**config.mk**
```make
export PLATFORM = sky130hd
export DESIGN_NAME = bpfa_ctrl
export DESIGN_NICKNAME = d
export VERILOG_FILES = /design/src/rtl/core/bpfa_pkg.sv /design/src/rtl/core/bpfa_ctrl.sv
export SDC_FILE = /design/constraint.sdc
export NUM_CORES = 1
export LEC_CHECK = 0
export BUFFER_PORTS_ARGS = -buffer_cell sky130_fd_sc_hd__buf_2
export CAP_MARGIN = 20
export CORE_AREA = 5 5 42 44
export CTS_BUF_LIST = sky130_fd_sc_hd__clkbuf_8
export DETAILED_ROUTE_END_ITERATION = 12
export DIE_AREA = 0 0 47 49
export PLACE_DENSITY_LB_ADDON = 0.2
export SYNTH_ARGS = -nofsm -noshare
export SYNTH_HDL_FRONTEND = slang
export SYNTH_SLANG_ARGS = --single-unit
```
**constraint.sdc**
```tcl
create_clock -name clk -period 1.1 [get_ports clk]
set_input_delay 0.11 -clock clk [delete_from_list [all_inputs] [get_ports clk]]
set_output_delay 0.11 -clock clk [all_outputs]
set_load 0.03 [all_outputs]
```
**src/rtl/core/bpfa_pkg.sv**
```systemverilog
// Shared types and constants for the bitmap page-frame allocator.
// No dependencies; used by the controller, the datapath and the top level.
package bpfa_pkg;

    localparam logic [7:0] FULL_BYTE = 8'hFF;

    localparam logic CMD_ALLOC = 1'b0;
    localparam logic CMD_FREE  = 1'b1;

    localparam logic [1:0] ST_OK     = 2'd0;
    localparam logic [1:0] ST_OOM    = 2'd1;
    localparam logic [1:0] ST_BEYOND = 2'd2;

    typedef struct packed {
        logic wipe;
        logic load;
        logic run;
        logic post;
    } ctrl_cmd_t;

    typedef struct packed {
        logic wipe_done;
        logic empty;
        logic fin;
    } ctrl_sts_t;

endpackage

```
**src/rtl/core/bpfa_ctrl.sv**
```systemverilog
// Controller of the page allocator: sequences wipe, load, run and result posting.
// Depends on bpfa_pkg; talks to bpfa_datapath through command and status structs.
module bpfa_ctrl (
    input  logic                 clk,
    input  logic                 rst_n,
    input  logic                 in_valid,
    output logic                 in_stall,
    output logic                 out_valid,
    input  logic                 out_stall,
    input  bpfa_pkg::ctrl_sts_t  sts,
    output bpfa_pkg::ctrl_cmd_t  ctl
);

    localparam logic [1:0] S_WIPE = 2'd0;
    localparam logic [1:0] S_IDLE = 2'd1;
    localparam logic [1:0] S_RUN  = 2'd2;
    localparam logic [1:0] S_POST = 2'd3;

    logic [1:0] state_reg;
    logic [1:0] state_next;
    logic       out_valid_reg;
    logic       out_valid_next;
    logic       out_free;

    assign in_stall  = (state_reg != S_IDLE);
    assign out_valid = out_valid_reg;
    assign out_free  = !out_valid_reg || !out_stall;

    always_comb
    begin
        ctl.wipe = (state_reg == S_WIPE);
        ctl.load = (state_reg == S_IDLE) && in_valid;
        ctl.run  = (state_reg == S_RUN);
        ctl.post = (state_reg == S_POST) && out_free;
    end

    always_comb
    begin
        state_next = state_reg;
        unique case (state_reg)
            S_WIPE:
            begin
                if (sts.wipe_done)
                begin
                    state_next = S_IDLE;
                end
            end
            S_IDLE:
            begin
                if (in_valid)
                begin
                    state_next = sts.empty ? S_POST : S_RUN;
                end
            end
            S_RUN:
            begin
                if (sts.fin)
                begin
                    state_next = S_POST;
                end
            end
            S_POST:
            begin
                if (out_free)
                begin
                    state_next = S_IDLE;
                end
            end
            default:
            begin
                state_next = S_IDLE;
            end
        endcase
    end

    assign out_valid_next = ctl.post || (out_valid_reg && out_stall);

    always_ff @(posedge clk or negedge rst_n)
    begin
        if (!rst_n)
        begin
            state_reg     <= S_WIPE;
            out_valid_reg <= 1'b0;
        end
        else
        begin
            state_reg     <= state_next;
            out_valid_reg <= out_valid_next;
        end
    end

endmodule

```
==> results of run 1 <==
## cell usage in the layout (no fill, tap or decap), drive strengths merged
cell type,n
a211oi,1
a21boi,1
a21o,1
and2,1
buf,19
clkbuf,3
dfrtp,3
dlygate4sd3,1
ha,5
inv,5
mux2i,2
nand2b,2
nand3,1
o2111ai,1
## repair_timing
action	CTS	global route
setup buffers	3	0
hold endpoints to repair	3	0
hold buffers	1	0
pin swaps	2	1
resized for setup	16	1
endpoints found under the setup margin	7	7
gates cloned	0	0
## critical path, cell delays in order, from the launching register on
cell and delay (ps):
sky130_fd_sc_hd__dfrtp_1 400, sky130_fd_sc_hd__buf_6 130, sky130_fd_sc_hd__ha_4 170, sky130_fd_sc_hd__and2_4 140, sky130_fd_sc_hd__buf_6 130
## worst max-delay path by stage
| stage | start | to | slack, ps | cells past startpoint |
|---|---|---|---|---|
| 2_1_floorplan | state_reg[1] | state_reg[0] | -120 | 5 |
| 3_3_place_gp | state_reg[1] | state_reg[1] | -120 | 5 |
| 3_5_place_dp | state_reg[1] | state_reg[0] | -140 | 5 |
| 4_1_cts | state_reg[0] | ctl[2] | -190 | 4 |
| 5_1_grt | state_reg[1] | ctl[2] | -240 | 4 |
| 6_report | state_reg[0] | ctl[2] | -190 | 4 |
## per-stage QoR
step / instance area [sq um] / TNS, ps / utilization / hold WS, ps
2_1_floorplan: 291.5 / -259.7 / - / -185.6
3_3_place_gp: 401.6 / -243.9 / 0.2866 / -94.04
3_5_place_dp: 401.6 / -283.6 / 0.2866 / -92.62
4_1_cts: 534.3 / -916.8 / 0.3813 / 149.9
5_1_grt: 539.3 / -1264 / 0.3848 / 162.6
6_report: 539.3 / -806.7 / 0.3848 / 151.7
## area by class of cell
| type | instances | share of cell area |
|---|---|---|
| inverter | 4 | 0.03712 |
| clock inverter | 1 | 0.006961 |
| tap | 16 | 0.03712 |
| clock buffer | 3 | 0.07657 |
| timing repair buffer | 20 | 0.3063 |
| sequential | 3 | 0.1392 |
| multi-input combinational | 15 | 0.3968 |
## per-layer routing
metal  vias up  track usage  routed length, microns  part of all wire
li1        121            -                       -                 -
met4         0      0.08295                      21             0.033
met1       111      0.05947                     207              0.33
met5         -            0                       0                 0
met3         3      0.02214                      36             0.057
met2         8       0.1131                     369              0.58
## report_power, final
group	leakage (nW)	internal, mW	total, mW	switching [mW]
combinational	0.198	0.685	1.31	0.625
sequential	0.0341	0.172	0.233	0.0609
clock	0.0269	0.237	0.308	0.0709
total	0.259	1.09	1.85	0.757
## cells by family (layout without fill, tap and decap cells)
kind of cell,Yosys count,after routing,share of synthesized area
AOI/OAI and AO/OA,4,4,0.1990
adders and majority gates,5,5,0.2551
buffers and inverters,4,28,0.06121
DFF,3,3,0.3061
muxes,2,2,0.08164
and+or+nand+nor,4,4,0.09693
==> impl_metrics.yaml, run 1 <==
outcome:
  outcome: "complete, but fails checks"
  violations_in_the_final_reports: "setup timing"
die:
  ioPinCount: 13
  initial_core_utilization: 0.1750
  die_y_microns: 49
  core_area_sq_mm: 0.001401
  dieWidth_microns: 47
  floorplan.rows: 14
  dieArea_sq_mm: 0.002303
layout:
  ff_latch_area_sq_um: 75.07
  final_layout_size_suffix_gt1_frac: 0.7391
  nets: 59
  instances_no_fill: 62
  num-fill-cells: 150
  layout-area-overhead-vs-synth_pct: 119.9
  multi_input_comb_area_sq_um: 214.0
  largest_register_ffs: 2
  n_antenna_cell: 0
cts:
  cts.root.buffer_cell: "sky130_fd_sc_hd__clkbuf_8"
  clk-insertion-delay-late_ps: 220
  clk_transition_reported_paths_ps: 30
  h-tree-depth: 1
  cts_buffer_depth: 2
  cts_num_sinks: 3
  cts_made_buffers: 3
  cts_tree: "built"
synth:
  synth_edf_count: 0
  ys_seq_area_frac: 0.3061
  synth-main-ff-cell: "sky130_fd_sc_hd__dfrtp_1"
  synth_warnings: 0
  mappedNetlistNets: 34
  post-synth-top-count-cell: "sky130_fd_sc_hd__ha_1"
  yosys.area.top_type_share: 0.3061
  post_synth_instance_area_sq_um: 245.2
  netlist.top_cell.by_area: "sky130_fd_sc_hd__dfrtp_1"
  synth.top_cells.by_count: "5 x sky130_fd_sc_hd__ha_1, 3 x sky130_fd_sc_hd__dfrtp_1, 3 x sky130_fd_sc_hd__inv_1, 2 x sky130_fd_sc_hd__mux2i_1, 2 x sky130_fd_sc_hd__nand2b_1"
  synthDistinctLibCells: 12
  async_reset_ff_frac: 1.000
  synth-seq-cells: 3
  post_synth.cell_area_avg_sq_um: 11.15
  synth.top_cells.by_area: "sky130_fd_sc_hd__dfrtp_1 31%, sky130_fd_sc_hd__ha_1 26%, sky130_fd_sc_hd__o2111ai_4 11%, sky130_fd_sc_hd__mux2i_1 8.2%, sky130_fd_sc_hd__nand2b_1 5.1%"
  synth_cells: 22
critical_path:
  rrSetupSlack_ps: -130
  worst_setup_path_start_kind: "flip-flop"
  worst_setup_path_end_kind: "output pin"
  cp_data_required_time_ps: 990
  worst-setup-path-type: "flip-flop to output pin"
  r2r_startpoint: "state_reg[1]"
  worst_ep_arrival_time_ps: 1180
  reg2regPathDepth: 5
  critical_path.reg2reg.endpoint: "state_reg[0]"
  worst_path_max_fanout: 3
routing:
  drt_first_iter_violations: 0
  finalWirelength_microns: 636
  num_vias: 243
  ant_nets: 0
  detail_route.first_pass.iterations: 1
  drt_drc_violations_left: 0
  routed_via_density: 3.919
  route.detailed.wl_per_inst_microns: 10.26
global_routing:
  grt_antenna_before_repair: 0
  maximum_number_of_pins_on_one_net_before_global_route_repair: 5
  globalRoute.totalOverflow: 0
  first_global_vias: 267
  grt_first_pass_wirelength_microns: 1076
  global_route.usage.total: 0.07118
timing:
  slew_at_the_pin_closest_to_its_max_slew_limit_ps: 212.9
  hold_viol: 0
  fin_worst_skew_ps: 1.430
  max_freq_mhz: 777.7
  min_period_ps: 1286
  finalSetupViolCount: 7
  grt_setup_unrepaired: "true"
  slew_violations: 0
  maxSlewHeadroom: 0.8580
  worst_slack_ps: -185.9
  share_of_the_clock_period_used_by_the_worst_path_after_layout: 1.169
placed_design:
  post-place-cells: 54
  globalplace.congestion: 0.7261
  dp_hpwl_microns: 525.8
  dp_worst_setup_slack_ps: -136.0
  port-buffer-count: 12
job:
  maxCapViolCount: 0
power:
  fin_total_pwr_mw: 1.851
  peakVddDrop_mv: 1.246
  power.density_mw_per_mm2: 3433
  p_leak_nw: 0.2594
min_path:
  timing.hold.worst_path_depth: 2
  hold_start: "out_stall"
  min_to: "out_valid"
  min_path_type: "primary input to flip-flop"
No activity file was read; power rests on OpenSTA's default activity.
==> inputs of run 2 (changes only) <==
==> constraint.sdc (replaced) <==
create_clock -name clk -period 1.1 [get_ports clk]
set_input_delay 0.11 -clock clk [delete_from_list [all_inputs] [get_ports clk]]
set_output_delay 0.11 -clock clk [all_outputs]
set_load 0.005 [all_outputs]
==> impl_metrics.yaml, run 2 (synthesized netlist as in run 1, its figures left out) <==
outcome:
  outcome: "complete, but fails checks"
  violations_in_the_final_reports: "setup timing"
timing:
  setup-tns-final_ps: -975.8
  grt_setup_unrepaired: "true"
  fin_worst_skew_ps: 1.811
  slew_violations: 0
  worst_slack_ps: -218.5
  share_of_the_clock_period_used_by_the_worst_path_after_layout: 1.199
  max_freq_mhz: 758.5
  maxSlewHeadroom: 0.8685
  hold_viol: 0
  min_period_ps: 1318
  finalSetupViolCount: 7
  slew_at_the_pin_closest_to_its_max_slew_limit_ps: 197.2
critical_path:
  worst_setup_path_start_kind: "flip-flop"
  worst-path-buf-inv: 2
  timing.critical_path.slowest_cell_delay_ps: 440
  critical_path.reg2reg.endpoint: "state_reg[0]"
  path_cells: "ha_4, buf_6, a21boi_2, buf_2"
  worst_ep_arrival_time_ps: 1210
  reg2regPathDepth: 5
  critical_path.top_delay_family: "flip-flops"
  cp_data_required_time_ps: 990
  worst_path_max_delay_cell: "sky130_fd_sc_hd__dfrtp_2"
  rrSetupSlack_ps: -180
  worst_setup_path_end_kind: "output pin"
  worst_path_max_fanout: 3
  r2r_startpoint: "state_reg[0]"
  worst-setup-path-type: "flip-flop to output pin"
die:
  die_y_microns: 49
  core_area_sq_mm: 0.001401
  initial_core_utilization: 0.1750
  dieArea_sq_mm: 0.002303
  ioPinCount: 13
  floorplan.rows: 14
  dieWidth_microns: 47
global_routing:
  globalRoute.totalOverflow: 0
  first_global_vias: 296
  grt_first_pass_wirelength_microns: 1221
  maximum_number_of_pins_on_one_net_before_global_route_repair: 5
  grt_antenna_before_repair: 0
  global_route.usage.total: 0.07975
cts:
  cts.root.buffer_cell: "sky130_fd_sc_hd__clkbuf_8"
  clk_transition_reported_paths_ps: 30
  cts_tree: "built"
  cts_num_sinks: 3
  clk-insertion-delay-late_ps: 220
  cts_buffer_depth: 2
  h-tree-depth: 1
  cts_made_buffers: 3
power:
  peakVddDrop_mv: 1.229
  power.density_mw_per_mm2: 3142
  p_leak_nw: 0.2648
layout:
  n_antenna_cell: 0
  nets: 61
  instances_no_fill: 64
  postLayoutCellArea_sq_um: 548.0
  final_layout_size_suffix_gt1_frac: 0.7917
  most-common-layout-cells: "9 x sky130_fd_sc_hd__buf_2, 7 x sky130_fd_sc_hd__buf_4, 5 x sky130_fd_sc_hd__buf_6"
  largest_register_ffs: 2
  layout-area-overhead-vs-synth_pct: 123.5
  layout.cells.most_common: "sky130_fd_sc_hd__buf_2"
  num-fill-cells: 153
min_path:
  hold_start: "out_stall"
  min_to: "out_valid"
  timing.hold.worst_path_depth: 2
  min_path_type: "primary input to flip-flop"
job:
  maxCapViolCount: 0
routing:
  finalWirelength_microns: 783
  route.detailed.wl_per_inst_microns: 12.23
  routed_via_density: 4.156
  drt_drc_violations_left: 0
  num_vias: 266
  ant_nets: 0
  detail_route.first_pass.iterations: 1
  drt_first_iter_violations: 0
placed_design:
  dp_hpwl_microns: 528.7
  post-place-cells: 54
  place_area_sq_um: 387.9
  globalplace.congestion: 0.7285
  port-buffer-count: 12
==> run 2: cell types whose count changed in the layout (fill, tap and decap cells not counted) <==
cell / delta
sky130_fd_sc_hd__inv_4: +1
sky130_fd_sc_hd__buf_6: -3
sky130_fd_sc_hd__buf_2: +2
sky130_fd_sc_hd__ha_2: -1
sky130_fd_sc_hd__inv_6: -1
sky130_fd_sc_hd__buf_4: +3
sky130_fd_sc_hd__dfrtp_1: -2
sky130_fd_sc_hd__dfrtp_2: +2
sky130_fd_sc_hd__ha_4: +1
==> run 2: layout make-up <==
class,instances,area [sq um],area share
multi-input cells,15,224.0,0.4087
repair buffers,22,163.9,0.2991
clock buffers,3,41.29,0.07534
inverters,4,17.52,0.03196
clock inverters,1,3.754,0.006849
well taps,16,20.02,0.03653
flip-flops and latches,3,77.57,0.1416
==> run 2: layer usage <==
| metal | GRT usage | vias up | wire (microns) |
|---|---|---|---|
| met5 | 0 | - | 0 |
| met4 | 0.06912 | 0 | 17 |
| met3 | 0.03690 | 2 | 66 |
| met2 | 0.1380 | 9 | 472 |
| met1 | 0.05973 | 130 | 227 |
| li1 | - | 125 | - |
==> run 2: through the flow <==
step | setup WS (ps) | power [mW] | hold slack (ps) | utilization
2_1_floorplan | -70.72 | 0.7043 | -185.6 | -
3_3_place_gp | -142.3 | 1.002 | -92.56 | 0.2768
3_5_place_dp | -168.3 | 1.024 | -91.37 | 0.2768
4_1_cts | -213.3 | 1.590 | 142.7 | 0.3679
5_1_grt | -264.1 | 1.874 | 151.9 | 0.3911
6_report | -218.5 | 1.722 | 153.1 | 0.3911
==> run 2: worst max-delay path by stage <==
stage / from / to / slack (ps) / depth (start not counted)
6_report: state_reg[0] / ctl[0] / -220 / 4
5_1_grt: state_reg[0] / state_reg[0] / -260 / 5
4_1_cts: state_reg[1] / ctl[2] / -210 / 5
3_5_place_dp: state_reg[1] / state_reg[0] / -170 / 5
3_3_place_gp: state_reg[1] / state_reg[0] / -140 / 5
2_1_floorplan: state_reg[0] / state_reg[0] / -70 / 5
==> run 2: timing repair <==
| item | 4_1_cts | 5_1_grt |
|---|---|---|
| hold endpoints to repair | 3 | 0 |
| endpoints found under the setup margin | 7 | 7 |
| hold buffers | 1 | 0 |
| cloned | 0 | 0 |
| buffers inserted | 4 | 1 |
| gates resized for setup | 9 | 6 |
| pin swaps | 3 | 2 |
==> run 2: where the power goes <==
part	leakage (nW)	switching, mW	internal (mW)
clock	0.0269	0.0771	0.238
combinational	0.206	0.435	0.697
sequential	0.0324	0.0947	0.180
total	0.265	0.607	1.11
==> inputs of run 3 (changes only) <==
--- a/config.mk
+++ b/config.mk
@@ -7,6 +7,8 @@
 export LEC_CHECK = 0
 export BUFFER_PORTS_ARGS = -buffer_cell sky130_fd_sc_hd__buf_2
 export CAP_MARGIN = 20
+export CELL_PAD_IN_SITES_DETAIL_PLACEMENT = 1
+export CELL_PAD_IN_SITES_GLOBAL_PLACEMENT = 2
 export CORE_AREA = 5 5 42 44
 export CTS_BUF_LIST = sky130_fd_sc_hd__clkbuf_8
 export DETAILED_ROUTE_END_ITERATION = 12
==> constraint.sdc (replaced) <==
create_clock -name clk -period 1.26 [get_ports clk]
set_input_delay 0.126 -clock clk [delete_from_list [all_inputs] [get_ports clk]]
set_output_delay 0.126 -clock clk [all_outputs]
set_load 0.005 [all_outputs]
==> impl_metrics.yaml, run 3 (synthesized netlist as in run 1, its figures left out) <==
global_routing:
  maximum_number_of_pins_on_one_net_before_global_route_repair: 5
  first_global_vias: 267
  grt_first_pass_wirelength_microns: 1000
  globalRoute.totalOverflow: 0
  grt_antenna_before_repair: 0
  global_route.usage.total: 0.06272
die:
  die_y_microns: 49
  floorplan.rows: 14
  ioPinCount: 13
  core_area_sq_mm: 0.001401
  dieArea_sq_mm: 0.002303
  initial_core_utilization: 0.1750
  dieWidth_microns: 47
layout:
  layout.core_utilization: 0.3473
  most-common-layout-cells: "11 x sky130_fd_sc_hd__buf_2, 5 x sky130_fd_sc_hd__buf_4"
  layout.cells.most_common: "sky130_fd_sc_hd__buf_2"
  n_antenna_cell: 0
  largest_register_ffs: 2
  nets: 59
  instances_no_fill: 62
  final_layout_size_suffix_gt1_frac: 0.6739
  layout-area-overhead-vs-synth_pct: 98.47
cts:
  h-tree-depth: 1
  clk-insertion-delay-late_ps: 210
  cts_made_buffers: 3
  clk_transition_reported_paths_ps: 30
  cts.root.buffer_cell: "sky130_fd_sc_hd__clkbuf_8"
  cts_tree: "built"
  cts_buffer_depth: 2
  cts_num_sinks: 3
routing:
  num_vias: 246
  drt_drc_violations_left: 0
  route.detailed.wl_per_inst_microns: 9.726
  drt_first_iter_violations: 1
  detail_route.first_pass.iterations: 2
  finalWirelength_microns: 603
  routed_via_density: 3.968
  ant_nets: 0
timing:
  hold_viol: 0
  maxSlewHeadroom: 0.8635
  timing.hold.ws_ps: 173.7
  slew_violations: 0
  fin_worst_skew_ps: 1.772
  min_period_ps: 1294
  max_freq_mhz: 772.7
  finalSetupViolCount: 2
  slew_at_the_pin_closest_to_its_max_slew_limit_ps: 204.6
  grt_setup_unrepaired: "true"
  share_of_the_clock_period_used_by_the_worst_path_after_layout: 1.027
  worst_slack_ps: -34.08
placed_design:
  port-buffer-count: 12
  globalplace.congestion: 0.6653
  dp_hpwl_microns: 488.4
  dp_worst_setup_slack_ps: -20.47
  post-place-cells: 53
power:
  clock_power_share: 0.209
  seq_power_share: 0.170
  switching_power_mw: 0.4437
  peakVddDrop_mv: 0.7555
  p_sw_frac: 0.3483
  p_leak_nw: 0.2494
  fin_total_pwr_mw: 1.274
  internal-power_mw: 0.8302
  power_frac_comb: 0.621
  power.density_mw_per_mm2: 2617
critical_path:
  cp_data_required_time_ps: 1130
  r2r_startpoint: "state_reg[0]"
  worst_path_max_fanout: 3
  worst_setup_path_end_kind: "output pin"
  crit_path_start: "state_reg[0]"
  worst-setup-path-type: "flip-flop to output pin"
  worst_setup_path_start_kind: "flip-flop"
  worst_ep_arrival_time_ps: 1170
outcome:
  outcome: "complete, but fails checks"
  violations_in_the_final_reports: "setup timing"
job:
  maxCapViolCount: 0
min_path:
  hold_start: "out_stall"
  min_path_type: "primary input to flip-flop"
[run 3: changes by cell type in the layout (fill, tap and decap cells not counted), sizes merged]
cell  change
buf       -2
[run 3: path summary, 6_finish.rpt]
path | to | slack [ps] | cells after the start
hold reg to reg | out_valid | 550 | 1
hold / removal | out_valid | 170 | 2
setup / recovery | ctl[2] | -30 | 4
max in group asynchronous | state_reg[0] | 910 | 2
min in group asynchronous | state_reg[1] | 240 | 2
setup reg to reg | state_reg[0] | 0 | 5
[run 3: power groups by stage]
stage	Combinational (mW)	Sequential (mW)	Clock (mW)
floorplan	0.336	0.191	0
global placement	0.562	0.191	0
detailed placement	0.570	0.192	0
CTS	0.751	0.201	0.274
global route	0.877	0.225	0.298
finish	0.791	0.216	0.266
[run 3: timing repair]
action                                  4_1_cts  5_1_grt
gates resized for setup                       9        5
setup buffers                                 4        0
pin swaps                                     2        2
hold buffers                                  1        0
hold endpoints to repair                      3        0
endpoints found under the setup margin        2        5
[run 3: worst max-delay path: stages, from the launching register on]
cell and delay, ps:
sky130_fd_sc_hd__dfrtp_2 440, sky130_fd_sc_hd__ha_4 180, sky130_fd_sc_hd__buf_6 110, sky130_fd_sc_hd__and2_4 120, sky130_fd_sc_hd__buf_6 100
[run 3: metrics by stage]
step	cell area [sq um]	setup TNS [ps]
global route	486.7	-314.2
detailed placement	347.8	-20.47
global placement	347.8	-1.062
finish	486.7	-62.28
CTS	465.4	-54.86
floorplan	245.2	0
[run 3: final cells by class]
class,count,area [sq um]
Sequential cell,3,76.32
Multi-Input combinational cell,15,191.4
Fill cell,169,914.6
Clock buffer,3,41.29
Inverter,4,17.52
Tap cell,16,20.02
Clock inverter,1,3.754
Timing Repair Buffer,20,136.4
[run 3: metal layers]
layer  vias up  global-route usage  routed length [microns]
met5         -                   0                        0
met4         0             0.05530                        0
met3         0             0.02214                       40
met2         7              0.1018                      356
met1       118             0.05727                      206
li1        121                   -                        -
